**src/hw/rtl/chtt_pkg.sv**
```systemverilog
// Package for the client heartbeat timeout table.
// Holds payload structs, opcode and result kind codes, and shared constants.
package chtt_pkg;

    localparam int MAX_CLIENTS_DEF = 16;

    localparam logic [2:0] OP_ADD      = 3'd0;
    localparam logic [2:0] OP_REM_ID   = 3'd1;
    localparam logic [2:0] OP_REM_ADDR = 3'd2;
    localparam logic [2:0] OP_REPLY    = 3'd3;
    localparam logic [2:0] OP_TICK     = 3'd4;
    localparam logic [2:0] OP_LOOKUP   = 3'd5;

    localparam logic [2:0] K_ADDED     = 3'd0;
    localparam logic [2:0] K_REMOVED   = 3'd1;
    localparam logic [2:0] K_REPLY_OK  = 3'd2;
    localparam logic [2:0] K_REPLY_REJ = 3'd3;
    localparam logic [2:0] K_PROBE     = 3'd4;
    localparam logic [2:0] K_TIMEOUT   = 3'd5;
    localparam logic [2:0] K_LOOKUP    = 3'd6;
    localparam logic [2:0] K_TICK_DONE = 3'd7;

    localparam logic [1:0] CFG_INTERVAL = 2'd0;
    localparam logic [1:0] CFG_RETRIES  = 2'd1;
    localparam logic [1:0] CFG_TIMEOUT  = 2'd2;

    typedef struct packed {
        logic [2:0]  opcode;
        logic [31:0] peer_address;
        logic [15:0] peer_port;
        logic [15:0] client_id_in;
        logic [15:0] elapsed_ms;
    } in_item_t;

    typedef struct packed {
        logic [2:0]  kind;
        logic        ok;
        logic [15:0] client_id;
        logic [31:0] ping_ms;
        logic [31:0] stamp_ms;
        logic        last;
    } out_item_t;

    typedef struct packed {
        logic        valid;
        logic [31:0] address;
        logic [15:0] port;
        logic [15:0] id;
        logic [31:0] last_heard;
        logic [31:0] probe_sent_at;
        logic        waiting;
        logic [7:0]  retries;
        logic [31:0] round_trip;
    } entry_t;

    // Command broadcast to every cell for one rotation step.
    typedef struct packed {
        logic        write;
        logic        clear;
        logic        tick_upd;
        logic        reply_upd;
        logic [31:0] clock;
        entry_t      fill;
    } cell_cmd_t;

endpackage

```
**src/hw/rtl/chtt_cell.sv**
```systemverilog
// One slot of the rotating client table.
// Depends on chtt_pkg for entry_t and cell_cmd_t.
module chtt_cell
(
    input  logic                clk,
    input  logic                rst_n,
    input  logic                shift,
    input  logic                at_head,
    input  chtt_pkg::cell_cmd_t cmd,
    input  chtt_pkg::entry_t    prev,
    output chtt_pkg::entry_t    entry
);

    chtt_pkg::entry_t entry_reg;
    chtt_pkg::entry_t entry_next;

    // The head cell takes the updated entry; the others take their neighbour.
    always_comb
    begin
        entry_next = prev;
        if (at_head)
        begin
            if (cmd.write)
            begin
                entry_next = cmd.fill;
            end
            else if (cmd.clear)
            begin
                entry_next.valid = 1'b0;
            end
            else if (cmd.tick_upd)
            begin
                if (prev.retries == 8'd0)
                begin
                    entry_next.probe_sent_at = cmd.clock;
                end
                entry_next.waiting = 1'b1;
                if (prev.retries != 8'hff)
                begin
                    entry_next.retries = prev.retries + 8'd1;
                end
            end
            else if (cmd.reply_upd)
            begin
                entry_next.round_trip = cmd.clock - prev.probe_sent_at;
                entry_next.waiting    = 1'b0;
                entry_next.retries    = 8'd0;
                entry_next.last_heard = cmd.clock;
            end
        end
    end

    always_ff @(posedge clk or negedge rst_n)
    begin
        if (!rst_n)
        begin
            entry_reg <= '0;
        end
        else if (shift)
        begin
            entry_reg <= entry_next;
        end
    end

    assign entry = entry_reg;

endmodule

```
**src/hw/rtl/client_heartbeat_timeout_table_core.sv**
```systemverilog
// Client heartbeat timeout table: a ring of MAX_CLIENTS cells rotated past one head.
// Sequence: the ring rotates so that every entry passes the head, which examines and updates
// it; then the final result is loaded into the output register. An add searches in one full
// rotation and places in a second, when it finds no duplicate and sees a free slot.
// Flow: the next input is taken only after the final result has left the output register,
// so one item is handled at a time; a tick also stalls the ring while a probe or timeout
// result waits in the one-deep output register.
// Reset: all slots invalid, clock and next id zero, registers to 1000 / 5 / 10000.
// Depends on chtt_pkg and chtt_cell.
module client_heartbeat_timeout_table_core
#(
    parameter int MAX_CLIENTS = chtt_pkg::MAX_CLIENTS_DEF
)
(
    input  logic                clk,
    input  logic                rst_n,
    input  logic                in_valid,
    output logic                in_ready,
    input  chtt_pkg::in_item_t  in_data,
    output logic                out_valid,
    input  logic                out_ready,
    output chtt_pkg::out_item_t out_data,
    input  logic                cfg_we,
    input  logic [1:0]          cfg_index,
    input  logic [31:0]         cfg_data
);

    localparam int CW = $clog2(MAX_CLIENTS + 1);

    typedef enum logic [1:0] {S_IDLE, S_SCAN, S_FINAL} state_t;

    state_t              state_reg;
    logic [CW-1:0]       cnt_reg;
    chtt_pkg::in_item_t  item_reg;
    logic [31:0]         clock_reg;
    logic [15:0]         next_id_reg;
    logic [15:0]         interval_reg;
    logic [7:0]          retries_reg;
    logic [31:0]         timeout_reg;
    logic                found_reg;     // match already seen (search ops)
    logic                free_reg;      // a free slot already seen (add pass one) or taken (pass two)
    chtt_pkg::entry_t    hit_reg;
    logic                out_valid_reg;
    chtt_pkg::out_item_t out_reg;

    // Add may use two passes: pass one searches, pass two writes the first free slot met.
    logic                pass2_reg;

    chtt_pkg::entry_t    ring [MAX_CLIENTS];
    chtt_pkg::cell_cmd_t cmd;
    logic                shift;

    // The entry leaving the last cell wraps to the head.
    chtt_pkg::entry_t    head;
    assign head = ring[MAX_CLIENTS-1];

    genvar g;
    generate
        for (g = 0; g < MAX_CLIENTS; g++)
        begin : g_cell
            chtt_cell u_cell
            (
                .clk     (clk),
                .rst_n   (rst_n),
                .shift   (shift),
                .at_head (g == 0),
                .cmd     (cmd),
                .prev    (ring[(g + MAX_CLIENTS - 1) % MAX_CLIENTS]),
                .entry   (ring[g])
            );
        end
    endgenerate

    logic [31:0] age;
    logic        pair_hit, id_hit, overdue, timed_out, probe_due, emit, stall;
    logic [39:0] probe_lim;
    logic [2:0]  op;

    assign op        = item_reg.opcode;
    assign age       = clock_reg - head.last_heard;
    assign pair_hit  = head.valid && head.address == item_reg.peer_address
                       && head.port == item_reg.peer_port;
    assign id_hit    = head.valid && head.id == item_reg.client_id_in;
    assign probe_lim = 40'(interval_reg) * (40'(head.retries) + 40'd1);
    assign overdue   = head.valid && age >= 32'(interval_reg);
    assign timed_out = overdue && (age >= timeout_reg || head.retries >= retries_reg);
    assign probe_due = overdue && !timed_out
                       && (!head.waiting || 40'(age) >= probe_lim);

    // A tick result needs the output register free; hold the ring otherwise.
    assign emit  = (state_reg == S_SCAN) && (op == chtt_pkg::OP_TICK)
                   && (timed_out || probe_due);
    assign stall = emit && out_valid_reg && !out_ready;
    assign shift = (state_reg == S_SCAN) && !stall;

    chtt_pkg::entry_t add_fill;
    always_comb
    begin
        add_fill               = '0;
        add_fill.valid         = 1'b1;
        add_fill.address       = item_reg.peer_address;
        add_fill.port          = item_reg.peer_port;
        add_fill.id            = next_id_reg;
        add_fill.last_heard    = clock_reg;
        add_fill.probe_sent_at = clock_reg;
    end

    always_comb
    begin
        cmd       = '0;
        cmd.clock = clock_reg;
        cmd.fill  = head;
        if (state_reg == S_SCAN)
        begin
            unique case (op)
                chtt_pkg::OP_REM_ID:   cmd.clear = id_hit && !found_reg;
                chtt_pkg::OP_REM_ADDR: cmd.clear = pair_hit && !found_reg;
                chtt_pkg::OP_REPLY:    cmd.reply_upd = pair_hit && !found_reg && head.waiting;
                chtt_pkg::OP_TICK:
                begin
                    cmd.clear    = timed_out;
                    cmd.tick_upd = probe_due;
                end
                chtt_pkg::OP_ADD:
                begin
                    // Place in the first free slot met during pass two.
                    cmd.write = pass2_reg && !head.valid && !free_reg;
                    cmd.fill  = add_fill;
                end
                default: cmd.write = 1'b0;
            endcase
        end
    end

    assign in_ready = (state_reg == S_IDLE) && !out_valid_reg;

    logic can_out;
    assign can_out = !out_valid_reg || out_ready;

    always_ff @(posedge clk or negedge rst_n)
    begin
        if (!rst_n)
        begin
            state_reg     <= S_IDLE;
            cnt_reg       <= '0;
            clock_reg     <= 32'd0;
            next_id_reg   <= 16'd0;
            interval_reg  <= 16'd1000;
            retries_reg   <= 8'd5;
            timeout_reg   <= 32'd10000;
            found_reg     <= 1'b0;
            free_reg      <= 1'b0;
            pass2_reg     <= 1'b0;
            out_valid_reg <= 1'b0;
        end
        else
        begin
            if (out_valid_reg && out_ready)
            begin
                out_valid_reg <= 1'b0;
            end
            if (cfg_we)
            begin
                unique case (cfg_index)
                    chtt_pkg::CFG_INTERVAL: interval_reg <= cfg_data[15:0];
                    chtt_pkg::CFG_RETRIES:  retries_reg  <= cfg_data[7:0];
                    chtt_pkg::CFG_TIMEOUT:  timeout_reg  <= cfg_data;
                    default: ;
                endcase
            end
            unique case (state_reg)
                S_IDLE:
                begin
                    if (in_valid && in_ready && in_data.opcode <= chtt_pkg::OP_LOOKUP)
                    begin
                        state_reg <= S_SCAN;
                        cnt_reg   <= '0;
                        found_reg <= 1'b0;
                        free_reg  <= 1'b0;
                        pass2_reg <= 1'b0;
                        if (in_data.opcode == chtt_pkg::OP_TICK)
                        begin
                            clock_reg <= clock_reg + 32'(in_data.elapsed_ms);
                        end
                    end
                end
                S_SCAN:
                begin
                    if (shift)
                    begin
                        cnt_reg <= cnt_reg + CW'(1);
                        if (!found_reg && ((op == chtt_pkg::OP_REM_ID) ? id_hit : pair_hit))
                        begin
                            found_reg <= 1'b1;
                            hit_reg   <= head;
                            if (op == chtt_pkg::OP_REPLY && head.waiting)
                            begin
                                hit_reg.round_trip <= clock_reg - head.probe_sent_at;
                            end
                        end
                        if (pass2_reg && !head.valid && !free_reg)
                        begin
                            free_reg <= 1'b1;
                        end
                        if (!pass2_reg && !head.valid)
                        begin
                            free_reg <= 1'b1;
                        end
                        if (emit)
                        begin
                            out_valid_reg    <= 1'b1;
                            out_reg.kind     <= timed_out ? chtt_pkg::K_TIMEOUT
                                                          : chtt_pkg::K_PROBE;
                            out_reg.ok       <= 1'b1;
                            out_reg.client_id <= head.id;
                            out_reg.ping_ms  <= head.round_trip;
                            out_reg.stamp_ms <= timed_out ? 32'd0 : clock_reg;
                            out_reg.last     <= 1'b0;
                        end
                        if (cnt_reg == CW'(MAX_CLIENTS - 1))
                        begin
                            if (op == chtt_pkg::OP_ADD && !pass2_reg
                                && !found_reg && !pair_hit
                                && (free_reg || !head.valid))
                            begin
                                pass2_reg <= 1'b1;
                                free_reg  <= 1'b0;
                                cnt_reg   <= '0;
                            end
                            else
                            begin
                                state_reg <= S_FINAL;
                            end
                        end
                    end
                end
                S_FINAL:
                begin
                    if (can_out)
                    begin
                        state_reg         <= S_IDLE;
                        out_valid_reg     <= 1'b1;
                        out_reg.last      <= 1'b1;
                        out_reg.ok        <= found_reg;
                        out_reg.client_id <= found_reg ? hit_reg.id : 16'd0;
                        out_reg.ping_ms   <= found_reg ? hit_reg.round_trip : 32'd0;
                        out_reg.stamp_ms  <= 32'd0;
                        unique case (op)
                            chtt_pkg::OP_ADD:
                            begin
                                out_reg.kind      <= chtt_pkg::K_ADDED;
                                out_reg.ok        <= pass2_reg;
                                out_reg.client_id <= pass2_reg ? next_id_reg : 16'd0;
                                out_reg.ping_ms   <= 32'd0;
                                if (pass2_reg)
                                begin
                                    next_id_reg <= next_id_reg + 16'd1;
                                end
                            end
                            chtt_pkg::OP_REM_ID:
                            begin
                                out_reg.kind <= chtt_pkg::K_REMOVED;
                                if (!found_reg)
                                begin
                                    out_reg.client_id <= item_reg.client_id_in;
                                end
                            end
                            chtt_pkg::OP_REM_ADDR: out_reg.kind <= chtt_pkg::K_REMOVED;
                            chtt_pkg::OP_REPLY:
                                out_reg.kind <= (found_reg && hit_reg.waiting)
                                                ? chtt_pkg::K_REPLY_OK
                                                : chtt_pkg::K_REPLY_REJ;
                            chtt_pkg::OP_TICK:
                            begin
                                out_reg.kind      <= chtt_pkg::K_TICK_DONE;
                                out_reg.ok        <= 1'b1;
                                out_reg.client_id <= 16'd0;
                                out_reg.ping_ms   <= 32'd0;
                                out_reg.stamp_ms  <= clock_reg;
                            end
                            default: out_reg.kind <= chtt_pkg::K_LOOKUP;
                        endcase
                    end
                end
                default: state_reg <= S_IDLE;
            endcase
        end
    end

    always_ff @(posedge clk)
    begin
        if (in_valid && in_ready)
        begin
            item_reg <= in_data;
        end
    end

    assign out_valid = out_valid_reg;
    assign out_data  = out_reg;

endmodule

```
**config.mk**
```make
export PLATFORM = sky130hd
export DESIGN_NAME = client_heartbeat_timeout_table_core
export DESIGN_NICKNAME = d
export VERILOG_FILES = /design/src/hw/rtl/chtt_pkg.sv /design/src/hw/rtl/chtt_cell.sv /design/src/hw/rtl/client_heartbeat_timeout_table_core.sv
export SDC_FILE = /design/constraint.sdc
export NUM_CORES = 2
export LEC_CHECK = 0
export ABC_AREA = 1
export BUFFER_PORTS_ARGS = -buffer_cell sky130_fd_sc_hd__buf_2
export CAP_MARGIN = 20
export CORE_ASPECT_RATIO = 1.75
export CORE_MARGIN = 1.5
export CORE_UTILIZATION = 35
export CTS_CLUSTER_SIZE = 30
export DETAILED_ROUTE_END_ITERATION = 8
export PLACE_DENSITY = 0.48
export SYNTH_ARGS = -nofsm -noshare
export SYNTH_HDL_FRONTEND = slang
export SYNTH_SLANG_ARGS = --single-unit
```
**constraint.sdc**
```tcl
create_clock -name clk -period 26.2 [get_ports clk]
set_input_delay 2.62 -clock clk [delete_from_list [all_inputs] [get_ports clk]]
set_output_delay 2.62 -clock clk [all_outputs]
set_load 0.1 [all_outputs]
```
==> results.toml <==
[status]
status = "finished, final reports clean"

[floorplan]
start_util_pct = 35.09
die_h_um = 804.0
row_count = 294
io_pins = 209
die_x_um = 460.7
core_sq_um = 365600
dieArea_sq_um = 370400

[power]
combPwrFrac_pct = 23.5
power_density_nw_per_um2 = 85.84
switching_share_pct = 35.23
ir_drop_v = 0.00007483
p_leak_nw = 68.66
p_switching_w = 0.004350
internal_power_w = 0.007995
seqPwrFrac_pct = 40.1
clockPowerShare_pct = 36.4

[global_routing]
grt-busiest-layer = "met2"
first_global_vias = 91410
grt_pass1_wl_um = 537900
gr-usage-met2_pct = 32.07
track_usage_pct = 18.40
gr-total-overflow = 0
antenna_found_initial = 10
grt_max_degree = 255
met3_usage_pct = 2.226
gr-usage-met1_pct = 22.51

[synth]
synth_edf_count = 201
synth-seq-cells = 3036
synth_top_cell_by_area = "dfrtp_1"
synthTopCellsByArea = "dfrtp_1 55%, nand2_1 14%, o21ai_0 9.4%"
synth.distinct_cells = 50
synth_seq_area_share_pct = 60.01
synth_top_area_share_pct = 55.03
syn_avg_cell_area_sq_um = 8.980
async_flop_share_pct = 93.38
synth_flop_cell = "dfrtp_1"
postSynthCellCount = 14290
syn_area_sq_um = 128300
syn_nets = 14730
yosys_warnings = 0

[clock_tree]
cts_resized = 0
cts_tree = "done"
cts_post_setup_buffers_inserted = 0
clock_sinks = 3036
cts-hold-fix-buffers = 0
root_buffer = "clkbuf_16"
cts.clk_slew.worst_paths_ns = 0.06
clockBufferDepth = 4
cts.htree.levels = 5
numCtsBuffers = 307
clock_latency_ns = 0.92

[sta]
hold_viol = 0
tightest_slew_ns = 1.136
min_period_ns = 13.77
fmax_mhz = 72.64
finalSetupViolations = 0
setup_ws_ns = 12.43
final_max_slew_viol_count = 0
timing.final.crit_share_pct = 52.54
fin_setup_tns_ns = 0
slew_headroom_pct = 24.28
rsz0062_at_grt = "no"
fin_skew_ns = 0.09793

[finish]
fillers = 37370
layout-drive-gt1-share_pct = 6.132
multi_input_area_sq_um = 41600
largest_register_ffs = 2720
seq_area_sq_um = 77000
area_growth_pct = 12.08
final_net_count = 14670

[placed_design]
gp_congestion = 0.9060
dp_hpwl_um = 227500
io_buffers = 208
pre_cts_ws_ns = 12.29

[routing]
num_vias = 89960
drt.antenna.violating_nets = 0
drt-wirelength-per-cell_um = 17.49
dr.first_iter.drc_count = 6204
drc = 0
wirelength_um = 338400
viasPerCell = 4.648
firstDrtPassIters = 6

[job]
max-cap-violations = 0

[critical_path]
cp-start-kind = "register"
critPathTopFamily = "buffers and inverters"
cp_slowest_cell = "buf_4"
crit_type = "register to register"
path_buf_inv = 12
cp_max_fo = 134
crit_path_frequent_cell = "inv_1"
critPathCaptureType = "register"
cpPeakStageDelay_ns = 0.90
cp.arrival_ns = 14.49
worstPathRequired_ns = 26.92

[min_path]
hold_path_class = "register to register"
[cell type report]
class | count | share of cell area, %
clock inverters | 89 | 0.7856
repair buffers | 359 | 1.691
diodes | 5 | 0.008700
inverters | 1739 | 4.544
multi-input cells | 8791 | 28.93
well taps | 4884 | 4.249
flip-flops and latches | 3036 | 53.54
clock buffers | 451 | 6.255
[worst min-delay path, cell delays in order (launching register included)]
cell     delay [ns]
dfrtp_1        0.34
nand2_1        0.05
nand2_1        0.05
[power groups by stage]
stage / sequential, W / clock, W / combinational (W)
finish: 0.00495 / 0.00449 / 0.00290
global route: 0.00496 / 0.00483 / 0.00324
CTS: 0.00495 / 0.00466 / 0.00295
detailed placement: 0.00504 / 0 / 0.00295
global placement: 0.00504 / 0 / 0.00295
floorplan: 0.00510 / 0 / 0.00195
[cell usage after synthesis (3+ instances only)]
library cell,count
clkbuf_2,9
nand2_1,4894
nand3_1,207
o21a_1,7
xnor2_1,43
buf_4,3
nand3b_1,8
o21ai_1,7
nor3_1,48
a21oi_1,207
inv_1,1735
or2_2,20
o2111ai_1,3
edfxtp_1,201
dfstp_2,13
buf_2,430
a21boi_0,6
o221ai_1,9
xor2_1,88
o21ai_0,2418
dfrtp_1,2822
ha_1,212
nand4_1,90
a211oi_1,8
buf_1,11
a31oi_1,3
nor2_1,326
o211ai_1,13
clkbuf_1,270
clkinv_1,3
fa_1,102
o21bai_1,10
a21o_1,5
o22ai_1,4
nor4_1,33
nand2_2,4
[metrics by stage]
step | hold slack [ns] | cells | cell area (sq um) | total power [W] | util [%]
floorplan | 0.4249 | 14290 | 128300 | 0.007043 | -
global placement | 0.4341 | 18800 | 133500 | 0.007996 | 36.52
detailed placement | 0.4369 | 18800 | 133500 | 0.007989 | 36.52
CTS | 0.4019 | 19340 | 143700 | 0.01257 | 39.29
global route | 0.4098 | 19350 | 143800 | 0.01302 | 39.33
finish | 0.4141 | 19350 | 143800 | 0.01234 | 39.33
[per-layer routing]
| metal | vias up | part of all wire (%) |
|---|---|---|
| met5 | - | 0.0030 |
| met4 | 2 | 5.2 |
| met3 | 576 | 3.1 |
| met2 | 1295 | 50 |
| met1 | 43580 | 42 |
| li1 | 44500 | - |
[final timing paths]
| kind | slack [ns] | end | cells past startpoint | start |
|---|---|---|---|---|
| setup / recovery | 12.43 | g_cell[7].u_cell.entry[34] | 43 | g_cell[15].u_cell.entry[32] |
| hold / removal | 0.41 | g_cell[10].u_cell.entry[123] | 2 | g_cell[9].u_cell.entry[123] |
| setup reg to reg | 12.43 | g_cell[7].u_cell.entry[34] | 43 | g_cell[15].u_cell.entry[32] |
| hold reg to reg | 0.41 | g_cell[10].u_cell.entry[123] | 2 | g_cell[9].u_cell.entry[123] |
| max in group asynchronous | 19.40 | g_cell[7].u_cell.entry[13] | 7 | rst_n |
| min in group asynchronous | 1.76 | g_cell[6].u_cell.entry[75] | 1 | rst_n |
[layout by cell type, fill, tap and decap left out, drive strengths merged, types with 201 or more instances in the layout]
cell type	Yosys	layout
a21oi	208	208
buf	444	359
clkbuf	279	451
dfrtp	2822	2822
edfxtp	201	201
ha	212	212
inv	1736	1748
nand2	4899	4899
nand3	208	208
nor2	326	326
o21ai	2425	2425
[cell families after synthesis]
logic type	share of synthesized area [%]
xor+xnor	0.8942
simple gates	17.08
flops	60.01
compound gates	10.72
buf+inv	7.639
fa+ha+maj	3.659
(Power assumes the default switching activity.)
